[config.mk]
export PLATFORM = sky130hd
export DESIGN_NAME = link_health_recovery_escalator_flat
export DESIGN_NICKNAME = d
export VERILOG_FILES = /design/src/lhre_pkg.sv /design/src/lhre_if.sv /design/src/lhre_regs.sv /design/src/link_health_recovery_escalator.sv /design/src/flat_wrapper.sv
export SDC_FILE = /design/constraint.sdc
export NUM_CORES = 1
export LEC_CHECK = 0
export ABC_AREA = 0
export BUFFER_PORTS_ARGS = -buffer_cell sky130_fd_sc_hd__buf_2
export CAP_MARGIN = 20
export CORE_MARGIN = 2
export CORE_UTILIZATION = 39
export DETAILED_ROUTE_END_ITERATION = 7
export GPL_ROUTABILITY_DRIVEN = 1
export PLACE_DENSITY = 0.54
export SETUP_SLACK_MARGIN = 0.02
export SYNTH_ARGS = -nofsm -noshare
export SYNTH_HDL_FRONTEND = slang
export SYNTH_SLANG_ARGS = --single-unit
[constraint.sdc]
create_clock -name clk -period 6.4 [get_ports clk]
set_clock_uncertainty 0.1 [all_clocks]
set_input_delay 0.96 -clock clk [delete_from_list [all_inputs] [get_ports clk]]
set_output_delay 0.96 -clock clk [all_outputs]
set_load 0.05 [all_outputs]
[src/lhre_pkg.sv]
// Shared types, codes and constants of the link health recovery escalator.
package lhre_pkg;

  localparam int TIME_WIDTH = 48;
  localparam int PADDR_W    = 5;
  localparam int PDATA_W    = 32;

  // Register reset values, also taken when a zero is written
  localparam logic [31:0] RST_PROBE_INTERVAL  = 32'd15000;
  localparam logic [7:0]  RST_FAIL_LIMIT      = 8'd3;
  localparam logic [31:0] RST_REASSOC_GRACE   = 32'd30000;
  localparam logic [31:0] RST_IFACE_DOWN_TIME = 32'd1000;
  localparam logic [31:0] RST_IFACE_GRACE     = 32'd45000;

  typedef enum logic [2:0] {
    REG_PROBE_INTERVAL  = 3'd0,
    REG_FAIL_LIMIT      = 3'd1,
    REG_REASSOC_GRACE   = 3'd2,
    REG_IFACE_DOWN_TIME = 3'd3,
    REG_IFACE_GRACE     = 3'd4
  } reg_idx_t;

  typedef struct packed {
    logic [31:0] probe_interval;
    logic [7:0]  fail_limit;
    logic [31:0] reassoc_grace;
    logic [31:0] iface_down_time;
    logic [31:0] iface_grace;
  } cfg_t;

  typedef enum logic [1:0] {
    CMD_TICK   = 2'd0,
    CMD_PROBE  = 2'd1,
    CMD_FINISH = 2'd2
  } cmd_t;

  typedef enum logic [1:0] {
    PRB_UNAVAILABLE = 2'd0,
    PRB_REACHABLE   = 2'd1,
    PRB_UNREACHABLE = 2'd2
  } probe_res_t;

  typedef enum logic [2:0] {
    ACT_NONE    = 3'd0,
    ACT_PROBE   = 3'd1,
    ACT_REASSOC = 3'd2,
    ACT_DOWN    = 3'd3,
    ACT_UP      = 3'd4,
    ACT_REBOOT  = 3'd5
  } action_t;

  typedef enum logic [2:0] {
    CONN_DISCONNECTED = 3'd0,
    CONN_RECOVERING   = 3'd1,
    CONN_HEALTHY      = 3'd2,
    CONN_DEGRADED     = 3'd3,
    CONN_UNKNOWN      = 3'd4
  } conn_t;

  typedef enum logic [2:0] {
    STG_NONE       = 3'd0,
    STG_REASSOC    = 3'd1,
    STG_IFACE      = 3'd2,
    STG_REBOOT_PND = 3'd3,
    STG_REBOOT_REQ = 3'd4,
    STG_EXHAUSTED  = 3'd5
  } stage_t;

  localparam logic signed [1:0] REACH_UNKNOWN     = -2'sd1;
  localparam logic signed [1:0] REACH_UNREACHABLE = 2'sd0;
  localparam logic signed [1:0] REACH_REACHABLE   = 2'sd1;

endpackage

[src/lhre_if.sv]
// Event and result channel interfaces of the link health recovery escalator.
interface lhre_evt_if;
  logic                              valid;
  logic                              ready;
  logic [1:0]                        cmd;
  logic [lhre_pkg::TIME_WIDTH-1:0]   now_time;
  logic                              link_associated;
  logic                              route_present;
  logic [1:0]                        probe_outcome;
  logic                              reboot_submitted;

  modport source (
    output valid, cmd, now_time, link_associated, route_present, probe_outcome,
           reboot_submitted,
    input  ready
  );
  modport sink (
    input  valid, cmd, now_time, link_associated, route_present, probe_outcome,
           reboot_submitted,
    output ready
  );
endinterface

interface lhre_res_if;
  logic              valid;
  logic              ready;
  logic [2:0]        action;
  logic [2:0]        connectivity;
  logic [2:0]        recovery_stage;
  logic signed [1:0] gateway_state;
  logic [7:0]        failure_count;
  logic              reboot_flag;

  modport source (
    output valid, action, connectivity, recovery_stage, gateway_state, failure_count,
           reboot_flag,
    input  ready
  );
  modport sink (
    input  valid, action, connectivity, recovery_stage, gateway_state, failure_count,
           reboot_flag,
    output ready
  );
endinterface

[src/lhre_regs.sv]
// APB configuration register bank of the link health recovery escalator.
module lhre_regs (
  input  logic                          clk,
  input  logic                          rst,
  input  logic                          psel,
  input  logic                          penable,
  input  logic                          pwrite,
  input  logic [lhre_pkg::PADDR_W-1:0]  paddr,
  input  logic [lhre_pkg::PDATA_W-1:0]  pwdata,
  output logic [lhre_pkg::PDATA_W-1:0]  prdata,
  output logic                          pready,
  output lhre_pkg::cfg_t                cfg
);

  logic                 wr_en;
  lhre_pkg::reg_idx_t   idx;

  assign pready = 1'b1;
  assign wr_en  = psel && penable && pwrite && pready;
  assign idx    = lhre_pkg::reg_idx_t'(paddr[4:2]);

  // Zero is not a legal setting: fall back to the reset value
  always_ff @(posedge clk) begin
    if (rst) begin
      cfg.probe_interval  <= lhre_pkg::RST_PROBE_INTERVAL;
      cfg.fail_limit      <= lhre_pkg::RST_FAIL_LIMIT;
      cfg.reassoc_grace   <= lhre_pkg::RST_REASSOC_GRACE;
      cfg.iface_down_time <= lhre_pkg::RST_IFACE_DOWN_TIME;
      cfg.iface_grace     <= lhre_pkg::RST_IFACE_GRACE;
    end else if (wr_en) begin
      unique case (idx)
        lhre_pkg::REG_PROBE_INTERVAL: begin
          cfg.probe_interval <= (pwdata != '0) ? pwdata : lhre_pkg::RST_PROBE_INTERVAL;
        end
        lhre_pkg::REG_FAIL_LIMIT: begin
          cfg.fail_limit <= (pwdata[7:0] != '0) ? pwdata[7:0] : lhre_pkg::RST_FAIL_LIMIT;
        end
        lhre_pkg::REG_REASSOC_GRACE: begin
          cfg.reassoc_grace <= (pwdata != '0) ? pwdata : lhre_pkg::RST_REASSOC_GRACE;
        end
        lhre_pkg::REG_IFACE_DOWN_TIME: begin
          cfg.iface_down_time <= (pwdata != '0) ? pwdata : lhre_pkg::RST_IFACE_DOWN_TIME;
        end
        lhre_pkg::REG_IFACE_GRACE: begin
          cfg.iface_grace <= (pwdata != '0) ? pwdata : lhre_pkg::RST_IFACE_GRACE;
        end
        default: begin
        end
      endcase
    end
  end

  always_comb begin
    unique case (idx)
      lhre_pkg::REG_PROBE_INTERVAL:  prdata = cfg.probe_interval;
      lhre_pkg::REG_FAIL_LIMIT:      prdata = {24'd0, cfg.fail_limit};
      lhre_pkg::REG_REASSOC_GRACE:   prdata = cfg.reassoc_grace;
      lhre_pkg::REG_IFACE_DOWN_TIME: prdata = cfg.iface_down_time;
      lhre_pkg::REG_IFACE_GRACE:     prdata = cfg.iface_grace;
      default:                       prdata = '0;
    endcase
  end

endmodule

[src/link_health_recovery_escalator.sv]
// Top level of the link health recovery escalator: event stage, state update, result register.
//
//   channel  | dir | handshake          | payload
//   ---------+-----+--------------------+----------------------------------------------
//   evt      | in  | valid/ready        | cmd, now_time, link_associated, route_present,
//            |     |                    | probe_outcome, reboot_submitted
//   res      | out | valid/ready        | action, connectivity, recovery_stage,
//            |     |                    | gateway_state, failure_count, reboot_flag
//   apb      | in  | psel/penable/pready| paddr, pwdata, prdata (5 registers at 4*i)
//
// Every event yields exactly one result beat, passing through the event register and then the
// result register. One event enters per cycle: the event register feeds a single pass
// of compares, 48-bit adds and phase selection that updates the link state and loads
// the result register in the same edge. A stalled result holds the event register,
// and evt.ready falls only while both are full. Synchronous reset clears the phase,
// the times, the flags, the counters and the valid bits; the registers take defaults.
module link_health_recovery_escalator (
  input  logic                          clk,
  input  logic                          rst,
  lhre_evt_if.sink                      evt,
  lhre_res_if.source                    res,
  input  logic                          psel,
  input  logic                          penable,
  input  logic                          pwrite,
  input  logic [lhre_pkg::PADDR_W-1:0]  paddr,
  input  logic [lhre_pkg::PDATA_W-1:0]  pwdata,
  output logic [lhre_pkg::PDATA_W-1:0]  prdata,
  output logic                          pready
);

  localparam int TW = lhre_pkg::TIME_WIDTH;

  typedef enum logic [2:0] {
    PH_IDLE        = 3'd0,
    PH_REASSOC     = 3'd1,
    PH_DOWN_WAIT   = 3'd2,
    PH_IF_RECOVER  = 3'd3,
    PH_REBOOT_PEND = 3'd4,
    PH_REBOOT_REQ  = 3'd5,
    PH_EXHAUSTED   = 3'd6
  } phase_t;

  lhre_pkg::cfg_t cfg;

  // Event register
  logic          s1_valid;
  logic [1:0]    s1_cmd;
  logic [TW-1:0] s1_now;
  logic          s1_assoc;
  logic          s1_route;
  logic [1:0]    s1_outcome;
  logic          s1_submit;
  logic          s1_adv;

  // Link state
  phase_t            phase, phase_next;
  logic [TW-1:0]     next_probe_time, next_probe_time_next;
  logic [TW-1:0]     deadline, deadline_next;
  logic              assoc_seen, assoc_seen_next;
  logic              probe_out, probe_out_next;
  logic signed [1:0] reach, reach_next;
  logic [7:0]        fail_count, fail_count_next;
  logic              healthy_once, healthy_once_next;

  // Result register
  logic                  out_valid;
  lhre_pkg::action_t     act, out_action;
  lhre_pkg::conn_t       conn, out_conn;
  lhre_pkg::stage_t      stage, out_stage;
  logic signed [1:0]     out_reach;
  logic [7:0]            out_fail;
  logic                  out_reboot;

  function automatic logic [TW-1:0] tadd(input logic [TW-1:0] a, input logic [31:0] b);
    return a + TW'(b);
  endfunction

  lhre_regs u_regs (
    .clk     (clk),
    .rst     (rst),
    .psel    (psel),
    .penable (penable),
    .pwrite  (pwrite),
    .paddr   (paddr),
    .pwdata  (pwdata),
    .prdata  (prdata),
    .pready  (pready),
    .cfg     (cfg)
  );

  // Advance the event into the result register whenever that register is free
  assign s1_adv    = s1_valid && (!out_valid || res.ready);
  assign evt.ready = !s1_valid || s1_adv;

  always_ff @(posedge clk) begin
    if (rst) begin
      s1_valid <= 1'b0;
    end else if (evt.ready) begin
      s1_valid <= evt.valid;
    end
    if (evt.valid && evt.ready) begin
      s1_cmd     <= evt.cmd;
      s1_now     <= evt.now_time;
      s1_assoc   <= evt.link_associated;
      s1_route   <= evt.route_present;
      s1_outcome <= evt.probe_outcome;
      s1_submit  <= evt.reboot_submitted;
    end
  end

  // Single pass over one event: tick and finish handling, then the shared
  // probe-result path (a tick that is due for a probe but has no route counts as unreachable)
  always_comb begin
    logic       probe_en;
    logic [1:0] outcome;
    logic [7:0] fail_inc;

    phase_next           = phase;
    next_probe_time_next = next_probe_time;
    deadline_next        = deadline;
    assoc_seen_next      = assoc_seen;
    probe_out_next       = probe_out;
    reach_next           = reach;
    fail_count_next      = fail_count;
    healthy_once_next    = healthy_once;
    act                  = lhre_pkg::ACT_NONE;
    probe_en             = 1'b0;
    outcome              = s1_outcome;

    unique case (lhre_pkg::cmd_t'(s1_cmd))
      lhre_pkg::CMD_TICK: begin
        if (phase == PH_REBOOT_PEND || phase == PH_REBOOT_REQ) begin
          act = lhre_pkg::ACT_NONE;
        end else if (phase == PH_DOWN_WAIT) begin
          if (s1_now >= deadline) begin
            phase_next           = PH_IF_RECOVER;
            next_probe_time_next = tadd(s1_now, cfg.iface_grace);
            act                  = lhre_pkg::ACT_UP;
          end
        end else if (phase != PH_REASSOC && phase != PH_IF_RECOVER && !s1_assoc) begin
          // Link lost: drop back to a clean disconnected state
          phase_next           = PH_IDLE;
          next_probe_time_next = tadd(s1_now, cfg.probe_interval);
          deadline_next        = '0;
          assoc_seen_next      = 1'b0;
          probe_out_next       = 1'b0;
          reach_next           = lhre_pkg::REACH_UNKNOWN;
          fail_count_next      = '0;
          healthy_once_next    = 1'b0;
        end else begin
          if (s1_assoc && !assoc_seen) begin
            assoc_seen_next      = 1'b1;
            next_probe_time_next = s1_now;
          end
          if (!probe_out && s1_now >= next_probe_time_next) begin
            if (!s1_route) begin
              probe_en = 1'b1;
              outcome  = lhre_pkg::PRB_UNREACHABLE;
            end else begin
              probe_out_next = 1'b1;
              act            = lhre_pkg::ACT_PROBE;
            end
          end
        end
      end
      lhre_pkg::CMD_PROBE: begin
        probe_en = 1'b1;
      end
      lhre_pkg::CMD_FINISH: begin
        if (phase == PH_REBOOT_PEND) begin
          phase_next = s1_submit ? PH_REBOOT_REQ : PH_EXHAUSTED;
        end
      end
      default: begin
      end
    endcase

    fail_inc = (fail_count < cfg.fail_limit) ? fail_count + 8'd1 : fail_count;

    if (probe_en) begin
      probe_out_next       = 1'b0;
      next_probe_time_next = tadd(s1_now, cfg.probe_interval);
      priority case (outcome)
        lhre_pkg::PRB_UNAVAILABLE: begin
          reach_next      = lhre_pkg::REACH_UNKNOWN;
          fail_count_next = '0;
        end
        lhre_pkg::PRB_REACHABLE: begin
          reach_next        = lhre_pkg::REACH_REACHABLE;
          fail_count_next   = '0;
          healthy_once_next = 1'b1;
          phase_next        = PH_IDLE;
          deadline_next     = '0;
        end
        default: begin
          // Unreachable, and the unused outcome code with it: count a failure, escalate one step when due
          reach_next      = lhre_pkg::REACH_UNREACHABLE;
          fail_count_next = fail_inc;
          if (phase == PH_IDLE && healthy_once && fail_inc >= cfg.fail_limit) begin
            phase_next           = PH_REASSOC;
            next_probe_time_next = tadd(s1_now, cfg.reassoc_grace);
            act                  = lhre_pkg::ACT_REASSOC;
          end else if (phase == PH_REASSOC) begin
            phase_next    = PH_DOWN_WAIT;
            deadline_next = tadd(s1_now, cfg.iface_down_time);
            act           = lhre_pkg::ACT_DOWN;
          end else if (phase == PH_IF_RECOVER) begin
            phase_next           = PH_REBOOT_PEND;
            next_probe_time_next = '0;
            act                  = lhre_pkg::ACT_REBOOT;
          end
        end
      endcase
    end
  end

  // Status codes from the state after this event
  always_comb begin
    priority if (!assoc_seen_next) begin
      conn = lhre_pkg::CONN_DISCONNECTED;
    end else if (phase_next != PH_IDLE) begin
      conn = lhre_pkg::CONN_RECOVERING;
    end else if (reach_next == lhre_pkg::REACH_REACHABLE) begin
      conn = lhre_pkg::CONN_HEALTHY;
    end else if (reach_next == lhre_pkg::REACH_UNREACHABLE || fail_count_next != '0) begin
      conn = lhre_pkg::CONN_DEGRADED;
    end else begin
      conn = lhre_pkg::CONN_UNKNOWN;
    end

    unique case (phase_next)
      PH_REASSOC:                  stage = lhre_pkg::STG_REASSOC;
      PH_DOWN_WAIT, PH_IF_RECOVER: stage = lhre_pkg::STG_IFACE;
      PH_REBOOT_PEND:              stage = lhre_pkg::STG_REBOOT_PND;
      PH_REBOOT_REQ:               stage = lhre_pkg::STG_REBOOT_REQ;
      PH_EXHAUSTED:                stage = lhre_pkg::STG_EXHAUSTED;
      default:                     stage = lhre_pkg::STG_NONE;
    endcase
  end

  // Commit state and load the result beat together
  always_ff @(posedge clk) begin
    if (rst) begin
      phase           <= PH_IDLE;
      next_probe_time <= '0;
      deadline        <= '0;
      assoc_seen      <= 1'b0;
      probe_out       <= 1'b0;
      reach           <= lhre_pkg::REACH_UNKNOWN;
      fail_count      <= '0;
      healthy_once    <= 1'b0;
      out_valid       <= 1'b0;
    end else begin
      if (s1_adv) begin
        phase           <= phase_next;
        next_probe_time <= next_probe_time_next;
        deadline        <= deadline_next;
        assoc_seen      <= assoc_seen_next;
        probe_out       <= probe_out_next;
        reach           <= reach_next;
        fail_count      <= fail_count_next;
        healthy_once    <= healthy_once_next;
        out_valid       <= 1'b1;
      end else if (res.ready) begin
        out_valid <= 1'b0;
      end
    end
    if (s1_adv) begin
      out_action <= act;
      out_conn   <= conn;
      out_stage  <= stage;
      out_reach  <= reach_next;
      out_fail   <= fail_count_next;
      out_reboot <= (phase_next == PH_REBOOT_REQ);
    end
  end

  assign res.valid          = out_valid;
  assign res.action         = out_action;
  assign res.connectivity   = out_conn;
  assign res.recovery_stage = out_stage;
  assign res.gateway_state  = out_reach;
  assign res.failure_count  = out_fail;
  assign res.reboot_flag    = out_reboot;

endmodule
[src/flat_wrapper.sv]
// flat-port wrapper written by rule: the top's interface ports become plain ports
module link_health_recovery_escalator_flat 
  (clk, rst, psel, penable, pwrite, paddr, pwdata, prdata, pready, evt_valid, evt_cmd, evt_now_time, evt_link_associated, evt_route_present, evt_probe_outcome, evt_reboot_submitted, evt_ready, res_valid, res_action, res_connectivity, res_recovery_stage, res_gateway_state, res_failure_count, res_reboot_flag, res_ready);
  lhre_evt_if evt_i ();
  lhre_res_if res_i ();
  input  logic clk;
  input  logic rst;
  input  logic psel;
  input  logic penable;
  input  logic pwrite;
  input  logic [lhre_pkg::PADDR_W-1:0] paddr;
  input  logic [lhre_pkg::PDATA_W-1:0] pwdata;
  output logic [lhre_pkg::PDATA_W-1:0] prdata;
  output logic pready;
  input wire logic [$bits(evt_i.valid)-1:0] evt_valid;
  input wire logic [$bits(evt_i.cmd)-1:0] evt_cmd;
  input wire logic [$bits(evt_i.now_time)-1:0] evt_now_time;
  input wire logic [$bits(evt_i.link_associated)-1:0] evt_link_associated;
  input wire logic [$bits(evt_i.route_present)-1:0] evt_route_present;
  input wire logic [$bits(evt_i.probe_outcome)-1:0] evt_probe_outcome;
  input wire logic [$bits(evt_i.reboot_submitted)-1:0] evt_reboot_submitted;
  output wire logic [$bits(evt_i.ready)-1:0] evt_ready;
  output wire logic [$bits(res_i.valid)-1:0] res_valid;
  output wire logic [$bits(res_i.action)-1:0] res_action;
  output wire logic [$bits(res_i.connectivity)-1:0] res_connectivity;
  output wire logic [$bits(res_i.recovery_stage)-1:0] res_recovery_stage;
  output wire logic [$bits(res_i.gateway_state)-1:0] res_gateway_state;
  output wire logic [$bits(res_i.failure_count)-1:0] res_failure_count;
  output wire logic [$bits(res_i.reboot_flag)-1:0] res_reboot_flag;
  input wire logic [$bits(res_i.ready)-1:0] res_ready;
  assign evt_i.valid = evt_valid;
  assign evt_i.cmd = evt_cmd;
  assign evt_i.now_time = evt_now_time;
  assign evt_i.link_associated = evt_link_associated;
  assign evt_i.route_present = evt_route_present;
  assign evt_i.probe_outcome = evt_probe_outcome;
  assign evt_i.reboot_submitted = evt_reboot_submitted;
  assign evt_ready = evt_i.ready;
  assign res_valid = res_i.valid;
  assign res_action = res_i.action;
  assign res_connectivity = res_i.connectivity;
  assign res_recovery_stage = res_i.recovery_stage;
  assign res_gateway_state = res_i.gateway_state;
  assign res_failure_count = res_i.failure_count;
  assign res_reboot_flag = res_i.reboot_flag;
  assign res_i.ready = res_ready;
  link_health_recovery_escalator u_core (.clk(clk), .rst(rst), .evt(evt_i), .res(res_i), .psel(psel), .penable(penable), .pwrite(pwrite), .paddr(paddr), .pwdata(pwdata), .prdata(prdata), .pready(pready));
endmodule
# --- Word-level counts from Yosys, hierarchy flattened ---
# Index checks and enable logic that the tools add are counted.
op_classes:
  addsub: 5
  magnitude_cmp: 4
  eq_ne: 24
  mux: 102
  n_bitwise: 1
  n_reduce_logical: 43
op_table:
  columns: ["op", "count"]
  rows:
  - ["$mux 48", 22]
  - ["$add 48x32->48", 4]
  - ["$pmux 32 s5", 1]
  - ["$mux 32", 4]
  - ["$ge 48x48->1", 2]
  - ["$pmux 48 s2", 1]
  - ["$mux 8", 8]
  - ["$mux 3", 21]
  - ["$reduce_bool 32->1", 1]
  - ["$mux 1", 27]
  - ["$mux 2", 13]
  - ["$eq 3x2->1 const B", 6]
  - ["$eq 3x3->1 const B", 6]
  - ["$reduce_bool 8->1", 2]
  - ["$pmux 3 s5", 1]
  - ["$pmux 3 s2", 2]
  - ["$logic_and 1x1->1", 10]
  - ["$reduce_and 2->1", 5]
  - ["$eq 3x1->1 const B", 3]
  - ["$reduce_bool 3->1", 3]
  - ["$add 8x1->8 const B", 1]
  - ["$ge 8x8->1", 1]
  - ["$lt 8x8->1", 1]
  - ["$logic_not 2->1", 3]
  - ["17 further kinds", 31]
word_totals:
  ff_bits: 325
  output_inout_bits: 55
  word_cells: 208

# --- Logic depth before layout (Yosys ltp) ---
depth:
  word_depth: 23
  mapped_depth: 22
  depth_no_buf: 20

# --- Modules after synthesis ---
# From an unflattened synthesis, not the netlist that was laid out.
hier_totals:
  hier_cells: 3173
  area_unflattened_um2: 25086.6
modules_own_cells:
  columns: ["mod", "n_inst", "cells_per_inst", "area_each_um2"]
  rows:
  - ["link_health_recovery_escalator", 1, 2443, 19373.6]
  - ["lhre_regs", 1, 730, 5713.0]

# --- Worst setup path before layout ---
# Ideal clock, no wire load.
synth_path:
  path_kind: "register to register"
  startpoint: "reg u_core.s1_assoc"
  endpoint: "reg u_core.out_conn[0] (netlist: u_core.res.connectivity[0]) (data pin)"
  t_arrival_ns: 4.673
  path_slack_ns: 1.366
  path_stages_with_launch: 21
  path_buffers: 5
  synth_period_minus_slack_ns: 5.034
  path_cell_list: "edfxtp_1 clkbuf_1 nor2b_1 clkbuf_1 buf_1 buf_1 mux2i_1 ha_1 nand4_1 nor4_4 nand3_1 and4bb_2 a211oi_2 or3_1 o211ai_1 nand2b_1 buf_2 a21bo_2 nor4_2 a22o_1 a21oi_1"
synth_via:
  elab_chain_len: 22
  word_cells_on_any_way: 57
synth_rtl:
  columns: ["item", "line_no", "source"]
  rows:
  - ["from (decl)", "link_health_recovery_escalator.sv:49", "logic s1_assoc;"]
  - ["from (signal assigned)", "link_health_recovery_escalator.sv:104", "s1_assoc <= evt.link_associated;"]
  - ["$logic_and 1x1->1", "link_health_recovery_escalator.sv:151", "if (s1_assoc && !assoc_seen) begin"]
  - ["$mux 48", "link_health_recovery_escalator.sv:151", null]
  - ["$mux 48", "link_health_recovery_escalator.sv:140", "end else if (phase != PH_REASSOC && phase != PH_IF_RECOVER && !s1_assoc) begin"]
  - ["$mux 48", "link_health_recovery_escalator.sv:134", "end else if (phase == PH_DOWN_WAIT) begin"]
  - ["$mux 48", "link_health_recovery_escalator.sv:132", "if (phase == PH_REBOOT_PEND || phase == PH_REBOOT_REQ) begin"]
  - ["$mux 48", "link_health_recovery_escalator.sv:130", "unique case (lhre_pkg::cmd_t'(s1_cmd))"]
  - ["$ge 48x48->1", "link_health_recovery_escalator.sv:155", "if (!probe_out && s1_now >= next_probe_time_next) begin"]
  - ["$logic_and 1x1->1", "link_health_recovery_escalator.sv:155", null]
  - ["(+6 left out)", null, null]
  - ["$reduce_or 2->1 (no source line)", null, null]
  - ["$mux 8", "link_health_recovery_escalator.sv:183", "priority case (outcome)"]
  - ["$mux 8", "link_health_recovery_escalator.sv:180", "if (probe_en) begin"]
  - ["$reduce_bool 8->1", "link_health_recovery_escalator.sv:225", "end else if (reach_next == lhre_pkg::REACH_UNREACHABLE || fail_count_next != '0) begin"]
  - ["$logic_or 1x1->1", "link_health_recovery_escalator.sv:225", null]
  - ["$mux 3", "link_health_recovery_escalator.sv:225", null]
  - ["$mux 2", "link_health_recovery_escalator.sv:223", "end else if (reach_next == lhre_pkg::REACH_REACHABLE) begin"]
  - ["$mux 1", "link_health_recovery_escalator.sv:221", "end else if (phase_next != PH_IDLE) begin"]
  - ["to (signal assigned)", "link_health_recovery_escalator.sv:270", "out_conn <= conn;"]
  - ["to (decl)", "link_health_recovery_escalator.sv:68", "lhre_pkg::conn_t conn, out_conn;"]
# Several ways; a longest one is shown, not always the timed one. The select of a mux whose other input is x is not followed.
# A chain may end at the register's enable or synchronous reset.

# --- Worst setup path in the final report ---
layout_path:
  startpoint: "reg u_core.s1_assoc"
  endpoint: "reg u_core.next_probe_time[47]"
layout_via:
  elab_chain_len: 17
  word_cells_on_any_way: 33
layout_rtl:
  columns: ["item", "line_no", "source"]
  rows:
  - ["$logic_and 1x1->1", "link_health_recovery_escalator.sv:151", null]
  - ["$mux 48", "link_health_recovery_escalator.sv:151", null]
  - ["$mux 48", "link_health_recovery_escalator.sv:140", null]
  - ["$mux 48", "link_health_recovery_escalator.sv:134", null]
  - ["$mux 48", "link_health_recovery_escalator.sv:132", null]
  - ["$mux 48", "link_health_recovery_escalator.sv:130", null]
  - ["$ge 48x48->1", "link_health_recovery_escalator.sv:155", null]
  - ["$logic_and 1x1->1", "link_health_recovery_escalator.sv:155", null]
  - ["$mux 2", "link_health_recovery_escalator.sv:155", null]
  - ["$mux 2", "link_health_recovery_escalator.sv:140", null]
  - ["$mux 2", "link_health_recovery_escalator.sv:134", null]
  - ["$mux 2", "link_health_recovery_escalator.sv:132", null]
  - ["$mux 2", "link_health_recovery_escalator.sv:130", null]
  - ["$eq 2x1->1 or $logic_not 2->1 (tied branches)", "link_health_recovery_escalator.sv:183", null]
  - ["$reduce_or 2->1 (no source line)", null, null]
  - ["$mux 48", "link_health_recovery_escalator.sv:183", null]
  - ["$mux 48", "link_health_recovery_escalator.sv:180", null]
  - ["to (signal assigned)", "link_health_recovery_escalator.sv:256", "next_probe_time <= next_probe_time_next;"]
  - ["to (decl)", "link_health_recovery_escalator.sv:57", "logic [TW-1:0] next_probe_time, next_probe_time_next;"]
# Several ways; a longest one is shown, not always the timed one. The select of a mux whose other input is x is not followed.

==> summary.txt <==
Outcome
  – Outcome: finished clean

Worst setup path
  – Worst EP arrival: 6230 ps
  – Worst-path cell chain: nor2b_4 > buf_12 > mux2i_1 > ha_1 > and4_1 > a221oi_1 > o22ai_1 > a211oi_2 > or3_1 > a21oi_4 > buf_4 > nor3_1 > o311ai_0 > a21oi_1 > o21ai_0 > o211ai_1
  – CP max stage cell: nor3_1
  – Worst setup EP type: flip-flop
  – CP bufs+invs: 2
  – R2R Path End: u_core.next_probe_time[47]
  – WS Path Type: reg -> reg
  – Crit path max fanout: 45
  – CP max stage delay: 800 ps
  – Setup crit end: u_core.next_probe_time[47]
  – Beginning of the critical path: u_core.s1_assoc
  – CP required: 6800 ps
  – Worst path depth: 16
  – Startpoint Class: flip-flop
  – R2r startpoint: u_core.s1_assoc
  – Worst reg2reg path depth: 16
  – R2r setup slk: 570 ps
  – Top delay family on crit path: compound AO/OA/AOI/OAI gates

Yosys
  – Yosys warns: 0
  – Synthesized instance count: 3065
  – Mapped Avg Cell Area: 7.96 um^2
  – Yosys cell types: 90
  – Post-synth EDFFs: 75
  – Post-Syn Area: 24400 um^2
  – Synth Flop Type: dfxtp_1
  – Post-synth ARST share: 0
  – Number of synthesized register bits: 325
  – Post-synthesis sequential area ratio: 0.298
  – Syn Nets: 3408

Floorplanning
  – Starting Density: 0.395
  – DIE HEIGHT: 254 um
  – Core ar.: 61700 um^2
  – Die X: 254 um
  – Die Area: 64500 um^2
  – Site row count: 91
  – I/O pin total: 154

Detailed routing
  – Met2 Routed Length: 39.7 mm
  – Total Wirelength: 92.7 mm
  – Met3 routed WL: 6.56 mm
  – Detailed router's first-iteration violation count: 2374
  – Metal-1 WL: 43.5 mm
  – Vias/cell: 6.00
  – Routed wire length per instance: 23.1 um
  – Post-route ant nets: 0
  – Via count: 24070
  – DRT Pass-1 Iters: 5
  – Top sig layer: met4
  – DRC Markers: 0

Cells and area
  – Filler cells: 6216
  – Most frequent cells in the layout: 467 x nand2_1, 332 x a21oi_1, 250 x dfxtp_1
  – Util after Layout: 0.446
  – Layout cells sized above 1: 0.101
  – Commonest non-fill, non-tap cell in the layout: nand2_1
  – Area Growth Syn to Fin: 12.8%
  – Diode count: 0
  – Multi-input combinational cell area: 16200 um^2
  – Sequential cell area: 7260 um^2
  – Final #Nets: 3483

Clocking
  – Post-CTS Resized: 0
  – CTS HTree Levels: 2
  – Worst-Skew Late Latency: 590 ps
  – Clk root buf: clkbuf_16
  – Clock sinks: 325
  – Clock slew at reported path FFs: 60 ps
  – Hold_buf cts: 0
  – Clock Path Buffers: 3
  – CTS tree: yes
  – TritonCTS Buffers: 42
  – Setup Buffers After CTS: 0

Power and ir drop
  – Static Leak: 0.0112 uW
  – Maximum vdd drop: 180 uV
  – Power Dens Cells: 217 nW/um^2

Timing
  – Final WS setup: 574 ps
  – Max-slew violation count: 0
  – Post-layout minimum cycle time: 5830 ps
  – Slew HR: 0.256
  – Final Cycle Share: 0.910
  – Final Hold Fails: 0
  – RSZ-0062 raised after global routing: no
  – Max Fclk: 172 MHz
  – Slew @ Worst Pin: 1120 ps
  – Final hold slack: 351 ps
  – Setup_tns: 0 ps
  – Final setup viols: 0

Min path
  – Hold Path Class: reg -> reg

Place
  – I/O Buffers: 150
  – Dpl ws: 813 ps
  – HPWL after DPL: 68.9 mm
  – Placer Congestion: 0.969

GRT
  – GRT Resource Usage Total: 0.282
  – First-pass GRT wire length: 140 mm
  – Vias in the first global route: 22987
  – Initial antenna violation count: 1
  – Largest net degree at the start of global routing: 81
  – Aggregate global routing overflow: 0

Run
  – Max cap viols: 0
[report_power, final]
part	total (uW)	internal [uW]	switching [uW]
sequential	2270	2160	105
clock	2620	1600	1010
combinational	1080	384	697
total	5970	4150	1820
[layout make-up]
| cell class | instances | share of cell area |
|---|---|---|
| multi-input combinational | 2477 | 0.590 |
| sequential | 325 | 0.264 |
| clock buffer | 57 | 0.0452 |
| timing repair buffer | 193 | 0.0397 |
| tap | 837 | 0.0381 |
| inverter | 101 | 0.0138 |
| clock inverter | 21 | 0.00973 |
[metal layers]
| layer | GRT usage | vias to the layer above |
|---|---|---|
| li1 | - | 11350 |
| met3 | 0.0380 | 163 |
| met2 | 0.431 | 969 |
| met1 | 0.406 | 11588 |
| met5 | 0 | - |
| met4 | 0.0943 | 0 |
[Yosys cell counts (10+ instances only)]
library cell | number | area share
o211ai_1 | 52 | 0.016
nor2b_1 | 22 | 0.0056
o31ai_1 | 10 | 0.0031
xor2_1 | 55 | 0.020
a221o_1 | 36 | 0.015
nor3_1 | 54 | 0.011
nand2_1 | 471 | 0.072
xnor2_1 | 103 | 0.037
a22oi_1 | 23 | 0.0071
nand4_1 | 26 | 0.0067
dfxtp_1 | 250 | 0.21
and2_1 | 19 | 0.0049
nor2_1 | 232 | 0.036
inv_1 | 100 | 0.015
ha_1 | 240 | 0.12
and4_1 | 11 | 0.0040
a31oi_1 | 27 | 0.0069
o22ai_1 | 18 | 0.0046
a21o_1 | 76 | 0.023
a22o_1 | 27 | 0.0097
and3_1 | 27 | 0.0069
mux2i_1 | 67 | 0.027
buf_1 | 11 | 0.0017
nand2b_1 | 39 | 0.010
nor4_1 | 13 | 0.0033
o21ai_0 | 185 | 0.038
o21a_1 | 11 | 0.0034
a311oi_1 | 10 | 0.0036
clkbuf_1 | 136 | 0.021
a21oi_1 | 333 | 0.068
o21bai_1 | 19 | 0.0058
buf_2 | 12 | 0.0025
edfxtp_1 | 75 | 0.092
a211oi_1 | 54 | 0.017
or3_1 | 16 | 0.0041
nand3_1 | 60 | 0.012
[through the flow]
step / cells / area (um^2) / total power (uW)
2_1_floorplan: 3065 / 24400 / 3010
3_3_place_gp: 3933 / 26000 / 3360
3_5_place_dp: 3933 / 26000 / 3370
4_1_cts: 4011 / 27500 / 6000
5_1_grt: 4011 / 27500 / 6200
6_report: 4011 / 27500 / 5970
[kinds of logic (layout without fill, tap and decap cells)]
kind of cell / count (synthesis) / count (layout) / share of synthesized area
AND/OR/NAND/NOR: 1020 / 1020 / 0.187
AO/OA/AOI/OAI: 980 / 980 / 0.259
flip-flops: 325 / 325 / 0.298
buffers and inverters: 263 / 372 / 0.0417
adder cells (fa/ha/maj): 244 / 244 / 0.126
XOR/XNOR: 158 / 158 / 0.0567
multiplexers: 74 / 74 / 0.0317
other: 1 / 1 / 0.000154
[tightest hold or removal path, delay by kind of cell (launching register included)]
kind / cells / cell delay [ps]
and+or+nand+nor: 1 / 50
DFF: 1 / 310
AOI/OAI and AO/OA: 1 / 50
[sequential cells by signal, indices dropped and copies added (netlist names), 2 cells and up]
name / count
u_core.res.gateway_state: 2
u_core.u_regs.cfg: 136
u_core.deadline: 48
u_core.reach: 2
u_core.phase: 3
u_core.s1_cmd: 2
u_core.res.failure_count: 8
u_core.res.connectivity: 3
u_core.res.action: 3
u_core.s1_now: 48
u_core.fail_count: 8
u_core.next_probe_time: 48
u_core.s1_outcome: 2
u_core.res.recovery_stage: 3
[worst min-delay path by stage]
stage	startpoint	end	cells after the start
after floorplan	u_core.deadline[25]	u_core.deadline[25]	2
after global placement	u_core.deadline[46]	u_core.deadline[46]	2
after detailed placement	u_core.deadline[33]	u_core.deadline[33]	2
after CTS	u_core.next_probe_time[18]	u_core.next_probe_time[18]	2
after global routing	u_core.next_probe_time[0]	u_core.next_probe_time[0]	2
final	u_core.next_probe_time[18]	u_core.next_probe_time[18]	2
Power figures use the tool's default switching activity.
